## config.mk

```make
export PLATFORM = sky130hd
export DESIGN_NAME = dbsc_loader
export DESIGN_NICKNAME = d
export VERILOG_FILES = /design/src/rtl/dbsc_pkg.sv /design/src/rtl/dbsc_loader.sv
export SDC_FILE = /design/constraint.sdc
export NUM_CORES = 1
export LEC_CHECK = 0
export BUFFER_PORTS_ARGS = -buffer_cell sky130_fd_sc_hd__buf_2
export CAP_MARGIN = 20
export CORE_MARGIN = 4
export CORE_UTILIZATION = 45
export DETAILED_ROUTE_END_ITERATION = 8
export PLACE_DENSITY = 0.69
export SLEW_MARGIN = 10
export SYNTH_ARGS = -nofsm -noshare
export SYNTH_HDL_FRONTEND = slang
export SYNTH_SLANG_ARGS = --single-unit
```

## constraint.sdc

```tcl
create_clock -name clk_i -period 6.7 [get_ports clk_i]
set_clock_uncertainty 0.2 [all_clocks]
set_input_delay 0.67 -clock clk_i [delete_from_list [all_inputs] [get_ports clk_i]]
set_output_delay 0.67 -clock clk_i [all_outputs]
set_load 0.02 [all_outputs]
```

## src/rtl/dbsc_pkg.sv

```systemverilog
`timescale 1ns / 1ps
// ----------------------------------------------------------------------------
// dbsc_pkg
// Shared constants, register indexes and types of the blob shape counter.
// ----------------------------------------------------------------------------
package dbsc_pkg;

  localparam int unsigned DEF_MAX_ROWS   = 32;
  localparam int unsigned DEF_MAX_COLS   = 32;
  localparam int unsigned DEF_MAX_SHAPES = 512;

  localparam int unsigned CFG_W     = 6;
  localparam int unsigned CFG_IDX_W = 1;
  localparam int unsigned OUT_W     = 10;

  localparam logic [CFG_W-1:0]     CFG_RESET     = 6'd32;
  localparam logic [CFG_IDX_W-1:0] REG_ROW_COUNT = 1'b0;
  localparam logic [CFG_IDX_W-1:0] REG_COL_COUNT = 1'b1;

  localparam logic [1:0] DIR_DOWN  = 2'd0;
  localparam logic [1:0] DIR_UP    = 2'd1;
  localparam logic [1:0] DIR_RIGHT = 2'd2;
  localparam logic [1:0] DIR_LEFT  = 2'd3;

  typedef enum logic [4:0] {
    S_IDLE,
    S_SCAN_RD,
    S_SCAN_CHK,
    S_POP_RD,
    S_POP_WAIT,
    S_NB,
    S_NB_CHK,
    S_MATCH_INIT,
    S_TAB_RD,
    S_TAB_CHK,
    S_CMP_RD,
    S_CMP_CHK,
    S_NEW,
    S_COPY_RD,
    S_COPY_WR,
    S_SCAN_NEXT,
    S_DONE
  } state_e;

  typedef struct packed {
    logic we;
    logic data;
    logic last;
  } load_ctl_t;

  typedef struct packed {
    logic idle;
    logic done;
  } eng_stat_t;

endpackage

```

## src/rtl/dbsc_loader.sv

```systemverilog
`timescale 1ns / 1ps
// ----------------------------------------------------------------------------
// dbsc_loader
// Size registers and the raster counters that place incoming cells.
// ----------------------------------------------------------------------------
module dbsc_loader #(
  parameter int unsigned MAX_ROWS = dbsc_pkg::DEF_MAX_ROWS,
  parameter int unsigned MAX_COLS = dbsc_pkg::DEF_MAX_COLS,
  localparam int unsigned RW  = (MAX_ROWS > 1) ? $clog2(MAX_ROWS) : 1,
  localparam int unsigned CW  = (MAX_COLS > 1) ? $clog2(MAX_COLS) : 1,
  localparam int unsigned DRW = $clog2(MAX_ROWS + 1),
  localparam int unsigned DCW = $clog2(MAX_COLS + 1)
) (
  input  logic                           clk_i,
  input  logic                           rst_ni,
  input  logic                           cfg_we_i,
  input  logic [dbsc_pkg::CFG_IDX_W-1:0] cfg_idx_i,
  input  logic [dbsc_pkg::CFG_W-1:0]     cfg_data_i,
  input  logic                           accept_i,
  input  logic                           cell_i,
  output logic [DRW-1:0]                 rows_o,
  output logic [DCW-1:0]                 cols_o,
  output dbsc_pkg::load_ctl_t            load_o,
  output logic [RW+CW-1:0]               load_addr_o
);

  logic [dbsc_pkg::CFG_W-1:0] rows_q, cols_q;
  logic [RW-1:0] lr_q, lr_d;
  logic [CW-1:0] lc_q, lc_d;
  logic          row_last, col_last;

  always_comb begin
    if (rows_q == '0) begin
      rows_o = DRW'(1);
    end else if (int'(rows_q) > MAX_ROWS) begin
      rows_o = DRW'(MAX_ROWS);
    end else begin
      rows_o = DRW'(rows_q);
    end
    if (cols_q == '0) begin
      cols_o = DCW'(1);
    end else if (int'(cols_q) > MAX_COLS) begin
      cols_o = DCW'(MAX_COLS);
    end else begin
      cols_o = DCW'(cols_q);
    end
  end

  assign row_last = (DRW'(lr_q) + DRW'(1)) == rows_o;
  assign col_last = (DCW'(lc_q) + DCW'(1)) == cols_o;

  always_comb begin
    lr_d = lr_q;
    lc_d = lc_q;
    if (cfg_we_i) begin
      lr_d = '0;
      lc_d = '0;
    end else if (accept_i) begin
      if (col_last) begin
        lc_d = '0;
        lr_d = row_last ? '0 : lr_q + RW'(1);
      end else begin
        lc_d = lc_q + CW'(1);
      end
    end
  end

  assign load_o.we    = accept_i;
  assign load_o.data  = cell_i;
  assign load_o.last  = row_last && col_last;
  assign load_addr_o  = {lr_q, lc_q};

  always_ff @(posedge clk_i or negedge rst_ni) begin
    if (!rst_ni) begin
      rows_q <= dbsc_pkg::CFG_RESET;
      cols_q <= dbsc_pkg::CFG_RESET;
      lr_q   <= '0;
      lc_q   <= '0;
    end else begin
      if (cfg_we_i) begin
        case (cfg_idx_i)
          dbsc_pkg::REG_ROW_COUNT: rows_q <= cfg_data_i;
          dbsc_pkg::REG_COL_COUNT: cols_q <= cfg_data_i;
          default: ;
        endcase
      end
      lr_q <= lr_d;
      lc_q <= lc_d;
    end
  end

endmodule

```

==> results of run 1 <==
registers in the layout, indices dropped and copies added (netlist names):
name    cells
lc_q        5
lr_q        5
rows_q      6
cols_q      6
path summary, 6_finish.rpt:
path | from | to | slack (ns)
max in group asynchronous | rst_ni | rows_q[5]$_DFFE_PN1P_ | 5.85
worst max register to register | lc_q[0]$_DFFE_PN0P_ | lr_q[0]$_DFFE_PN0P_ | 4.16
worst min register to register | cols_q[0]$_DFFE_PN0P_ | cols_q[0]$_DFFE_PN0P_ | 0.37
worst min-delay path | rst_ni | lc_q[0]$_DFFE_PN0P_ | 0.09
worst max-delay path | lr_q[0]$_DFFE_PN0P_ | load_o[0] | 3.22
min in group clk_i | cols_q[0]$_DFFE_PN0P_ | cols_q[0]$_DFFE_PN0P_ | 0.37
layout by cell type, fill, tap and decap left out, types with 2 or more instances in the layout:
master      n
dfrtp_1    20
nand4_2     2
nor3b_1     4
mux2_2     13
o211ai_1    4
and3_1      4
a211oi_1    2
dfstp_2     2
ha_1        2
xor2_1      5
clkbuf_4    3
a21oi_1     7
nand2_1    11
xnor3_1     2
o21ai_1     2
o2111ai_1   3
inv_1       3
o21ai_0     2
nand3_1    12
nor3_1      5
or3_1       2
nor2_1     19
buf_2      34
nor2b_1    11
cell families after synthesis:
kind of cell	count (synthesis)	synth area share
buffers and inverters	17	0.0520
AO/OA/AOI/OAI	34	0.162
AND/OR/NAND/NOR	76	0.267
adder cells (fa/ha/maj)	2	0.0158
multiplexers	14	0.0985
flip-flops	22	0.348
XOR/XNOR	7	0.0559
cell usage after synthesis, types with 2 or more instances:
master     count
a211oi_1       2
nor3b_1        4
o21ai_1        2
dfrtp_1       20
inv_1          3
xor2_1         5
mux2_2        13
dfstp_2        2
nand2_1       11
clkbuf_1       4
or3_1          2
buf_2          5
and3_1         4
o2111ai_1      3
nor2_1        19
buf_4          3
a21oi_1        7
o21ai_0        2
nor3_1         5
nand3_1       12
ha_1           2
o211ai_1       4
xnor3_1        2
nor2b_1       11
nand4_2        2
layer usage:
metal	wire length [um]	global-route usage	share of wire	vias to the layer above
li1	-	-	-	679
met1	1580	0.237	0.42	689
met2	1860	0.317	0.50	53
met3	248	0.0466	0.066	6
met4	43	0.0506	0.012	0
met5	0	0	0	-
final cells by class:
class / instances / area [sq um] / area share
tap: 46 / 57.6 / 0.0320
timing repair buffer: 34 / 170 / 0.0945
inverter: 4 / 15.0 / 0.00834
clock buffer: 3 / 22.5 / 0.0125
sequential: 22 / 553 / 0.307
multi-input combinational: 133 / 952 / 0.529
clock inverter: 1 / 30.0 / 0.0167
critical path, delay by kind of cell (launching register included):
| kind | cells | cell delay (ns) |
|---|---|---|
| AO/OA/AOI/OAI | 1 | 0.51 |
| XOR/XNOR | 2 | 0.46 |
| adder cells (fa/ha/maj) | 1 | 0.31 |
| buffers and inverters | 1 | 0.16 |
| flip-flops | 1 | 0.53 |
| AND/OR/NAND/NOR | 3 | 0.33 |
per-stage QoR:
step / std cells / power [W] / utilization
2_1_floorplan: 172 / 0.000255 / -
3_3_place_gp: 239 / 0.000284 / 0.520
5_1_grt: 243 / 0.000412 / 0.535
6_report: 243 / 0.000387 / 0.535
4_1_cts: 243 / 0.000390 / 0.535
3_5_place_dp: 239 / 0.000288 / 0.520
power by group:
part | internal [W] | total [W] | switching, W
registers | 0.000147 | 0.000172 | 0.0000254
clock network | 0.0000605 | 0.000102 | 0.0000413
logic | 0.0000499 | 0.000114 | 0.0000637
total | 0.000257 | 0.000387 | 0.000130
==> reports/results.tsv, run 1 <==
metric	value	unit
dominant synthesized flop cell	dfrtp_1	
post-DR wirelength/cell	15.4	um
final hold vios	0	
Post-Synthesis Cells	172	
number of core rows	21	
crit-path cells	ha_1, xor2_1, xor2_1, nor3_1, o22ai_1, or2_1, nor2_1, buf_2	
Ant. Diodes	0	
Clock Latency Late Sink	0.31	ns
asr flop ratio synth	1.00	
clk sinks	22	
CTS buffer count	3	
vias in the first global route	1405	
design area	0.00180	sq mm
Placed Area	0.00175	sq mm
Crit path largest cell delay	0.53	ns
clk slew on worst S/H paths	0.12	ns
cell taking the most area after synthesis	dfrtp_1	
Unique masters post-synth	48	
part of the Yosys area used for sequential elements	0.348	
drt total wl	3740	um
Critical Path RT	5.83	ns
Setup TNS	0	ns
cts hold-fix bufs	0	
unrepaired setup endpoints after global routing	false	
GP Congestion	0.913	
DIE HEIGHT	67.4	um
pre-CTS WS	3.63	ns
Die Span X	67.4	um
routed vias	1427	
Iter 0 DRT Violations	110	
initial antenna violation count	0	
die area	0.00454	sq mm
status	complete, no violations	
EDFF count, synth	0	
DR vias/cell	5.87	
Layout fillers	342	
core area	0.00336	sq mm
Clock Tree Buf Depth	2	
Rel. slew slack	0.581	
synthesis-to-layout area growth	13.4	%
minimum clock period	3.48	ns
nets	212	
Post CTS Setup Buffer Count	0	
first-pass GRT wire length	6470	um
CP max FO	10	
Worst-Margin Slew	0.629	ns
worst hold slack	0.0907	ns
fraction of layout cells with a size suffix above 1	0.310	
GRT Residual Overflow	0	
number of gates resized after cts	0	
startpoint class of the critical path	flop	
post-synth top area share	0.315	
HPWL Detailed	2890	um
syn_nets	186	
Leakage	0.823	nW
most frequent CP cell	xor2_1	
power per cell area	215	mW/mm^2
worst-case reg-to-reg path depth	7	
Ports	37	
DRT Pass-1 Iters	5	
# Max-Cap Violations	0	
Max Clk Rate	288	MHz
yosys warns	0	
endpoints failing setup	0	
slowest cell on the critical path	dfrtp_1	
cell area after synthesis	0.00159	sq mm
DRT antenna net count	0	
H-tree levels	1	
Synth area leaders	dfrtp_1 (32%), mux2_2 (9.2%), nor2_1 (4.5%), nor2b_1 (4.3%), nand3_1 (3.8%)	
Final period util	0.519	
Synth Register Bits	22	
Port Buf Inserts	34	
initial core utilization	0.472	
CP endpoint kind	output pin	
post-route worst setup slack	3.22	ns
crit path DAT	2.61	ns
DRC viols	0	
Crit Path Class	reg2out	
Max IR drop VDD	0.0982	mV
largest net degree at the start of global routing	23	
Hold Crit Class	in2async	
Root Buffer Master	clkbuf_4	
fin. max-slew vios	0	
CTS tree	yes	
Post-Syn Area per Cell	9.23	sq um
gr usage total	0.187	
Power figures use the tool's default switching activity.
==> run 2: changes to the inputs <==
ABC_AREA = 1   (was default)
clock period = 3.3 ns   (was 6.7 ns; I/O delays follow)
==> run 2 against run 1 <==
Effect of this change: sequential power is 120% higher; final cell count up 19%; largest cell class unchanged; sequential share of layout area up 2.4 points; register-to-register slack got worse by 2.9 ns; power grew 130%; utilization is 0.65 points higher; count of clock-buffer cells in the layout unchanged; routed wire length down 11%; area after synthesis shrank 8.8%; highest routed layer unchanged; first-iteration DRC count decreased by 31%; hold slack got worse by 0.025 ns; sequential cell count unchanged.
==> reports/results.tsv, run 2 <==
metric	value	unit	change
Synth area leaders	dfrtp_1 (35%), nand2_1 (20%), inv_1 (7.5%), nand3_1 (7.3%), o21ai_0 (4.1%)		
routed vias	1382		-3.2%
nets	262		+24%
first-pass GRT wire length	5950	um	-8.1%
Unique masters post-synth	26		-46%
EDFF count, synth	0		unchanged
Crit Path Class	reg2out		
most frequent cells in the layout	nand2_1 (77), buf_2 (34), inv_1 (29)		
number of core rows	20		-4.8%
number of gates resized after cts	0		unchanged
Flop pwr share	0.416		-0.028
Crit path largest cell delay	0.47	ns	-0.06 ns
DRT antenna net count	0		unchanged
Layout Utilization	0.542		+0.00653
worst hold slack	0.0662	ns	-0.0245 ns
Pint	0.000492	W	+92%
dominant synthesized flop cell	dfrtp_1		
post-DR wirelength/cell	11.5	um	-25%
HPWL Detailed	2620	um	-9.5%
final hold vios	0		unchanged
clk slew on worst S/H paths	0.12	ns	about the same
Hold Crit Class	in2reg		
initial core utilization	0.470		-0.00177
H-tree levels	1		unchanged
Max Clk Rate	382	MHz	
Layout fillers	330		-3.5%
fin. max-slew vios	0		unchanged
design area	0.00167	sq mm	-7.4%
Synth Register Bits	22		unchanged
DR vias/cell	4.77		-19%
Clock Tree Buf Depth	2		unchanged
Inst Count DP	286		+20%
CTS buffer count	3		unchanged
vias in the first global route	1307		-7.0%
part of the Yosys area used for sequential elements	0.382		+0.0337
drt total wl	3330	um	-11%
core area	0.00308	sq mm	-8.5%
startpoint class of the critical path	flop		
Setup TNS	0	ns	unchanged
syn_nets	229		+23%
Port Buf Inserts	34		unchanged
most common cell in the synthesized netlist	nand2_1		
cell area after synthesis	0.00145	sq mm	-8.8%
top cells by count, synth	nand2_1 (77), inv_1 (29), nand3_1 (21), dfrtp_1 (20)		
minimum clock period	2.61	ns	
Die Span X	64.7	um	-4.0%
CP max FO	8		-2
Placed Area	0.00164	sq mm	-6.4%
Comb power frac	0.444		+0.151
initial antenna violation count	0		unchanged
DIE HEIGHT	64.7	um	-4.0%
Post-Synthesis Cells	215		+25%
Iter 0 DRT Violations	76		-31%
fraction of layout cells with a size suffix above 1	0.203		-0.106
die area	0.00419	sq mm	-7.8%
Ant. Diodes	0		unchanged
gr usage total	0.179		-0.00788
Post-Syn Area per Cell	6.73	sq um	-27%
cell taking the most area after synthesis	dfrtp_1		
DRC viols	0		unchanged
unrepaired setup endpoints after global routing	false		
crit path DAT	2.08	ns	-0.53 ns
Rel. slew slack	0.664		+0.0833
clk sinks	22		unchanged
endpoints failing setup	0		unchanged
most common cell after layout, fill and taps aside	nand2_1		
Buf+Inv Stages, Crit Path	1		unchanged
largest net degree at the start of global routing	23		unchanged
biggest regs	cols_q: 6 flops, rows_q: 6 flops		
CTS tree	yes		
Critical Path RT	2.77	ns	-3.06 ns
Root Buffer Master	clkbuf_4		
Top delay family on crit path	simple AND/OR/NAND/NOR gates		
# Max-Cap Violations	0		unchanged
power per cell area	537	mW/mm^2	+150%
GP Congestion	0.872		-4.5%
post-synth top area share	0.346		+0.0305
Worst-Margin Slew	0.504	ns	-0.125 ns
sw frac	0.450		+0.113
post-route insts no fill	290		+19%
Ports	37		unchanged
GRT Residual Overflow	0		unchanged
Final period util	0.792		
asr flop ratio synth	1.00		unchanged
Leakage	0.965	nW	+17%
clock power share	0.140		-0.123
crit-path cells	ha_1, xnor2_2, xor2_1, nand2_1, nor2_1, nand2_1, nor2_1, buf_2		
synthesis-to-layout area growth	15.2	%	
Clock Latency Late Sink	0.30	ns	about the same
yosys warns	0		unchanged
Max IR drop VDD	0.299	mV	+200%
CP endpoint kind	output pin		
NetSw	0.000403	W	+210%
slowest cell on the critical path	dfrtp_1		
status	complete, no violations		
DRT Pass-1 Iters	4		-1
[run 2: cells by family (layout without fill, tap and decap cells)]
kind of cell    after synthesis  count (layout)  synth area share
compound gates               24              24            0.0890
xor+xnor                      3               3            0.0233
fa+ha+maj                     2               2            0.0173
buf+inv                      39              70             0.109
flops                        22              22             0.382
simple gates                125             125             0.379
[run 2: per-layer routing]
layer / vias to the layer above / wire [um] / GRT usage / share of wire
li1: 731 / - / - / -
met1: 623 / 1680 / 0.257 / 0.51
met2: 26 / 1490 / 0.269 / 0.45
met3: 2 / 136 / 0.0312 / 0.041
met4: 0 / 21 / 0.0633 / 0.0063
met5: - / 0 / 0 / 0
[run 2: final cells by class]
| cell class | count | area [sq um] | share of cell area |
|---|---|---|---|
| multi-input combinational | 154 | 737 | 0.442 |
| sequential | 22 | 553 | 0.332 |
| timing repair buffer | 35 | 180 | 0.108 |
| inverter | 32 | 120 | 0.0720 |
| tap | 44 | 55.1 | 0.0330 |
| clock buffer | 3 | 22.5 | 0.0135 |
[run 2: final timing paths]
path	start	cells after the start	endpoint	slack, ns
max	lr_q[0]$_DFFE_PN0P_	8	load_o[0]	0.69
min	cfg_data_i[5]	3	rows_q[5]$_DFFE_PN1P_	0.07
max reg2reg	lc_q[0]$_DFFE_PN0P_	12	lr_q[0]$_DFFE_PN0P_	1.25
min reg2reg	rows_q[2]$_DFFE_PN0P_	2	rows_q[2]$_DFFE_PN0P_	0.31
max in group asynchronous	rst_ni	2	cols_q[5]$_DFFE_PN1P_	2.23
min in group asynchronous	rst_ni	2	lc_q[3]$_DFFE_PN0P_	0.31
[run 2: power groups by stage]
stage / combinational, W / sequential [W] / clock (W)
2_1_floorplan: 0.000272 / 0.000391 / 0
3_3_place_gp: 0.000396 / 0.000374 / 0
3_5_place_dp: 0.000395 / 0.000378 / 0
4_1_cts: 0.000397 / 0.000372 / 0.000131
5_1_grt: 0.000448 / 0.000385 / 0.000147
6_report: 0.000397 / 0.000373 / 0.000125
[run 2: tightest hold or removal path, cell delays in order]
cell	delay (ns)
buf_2	0.10
inv_1	0.06
o21ai_0	0.09
[run 2: timing repair]
item	in CTS	in global routing
setup buffers	0	0
hold buffers	1	0
hold endpoints to repair	20	0
[run 2: metrics by stage]
step	setup slack (ns)	power [W]
after floorplan	1.00	0.000663
after global placement	1.07	0.000771
after detailed placement	1.04	0.000773
after CTS	0.676	0.000900
after global routing	0.420	0.000980
final	0.685	0.000895
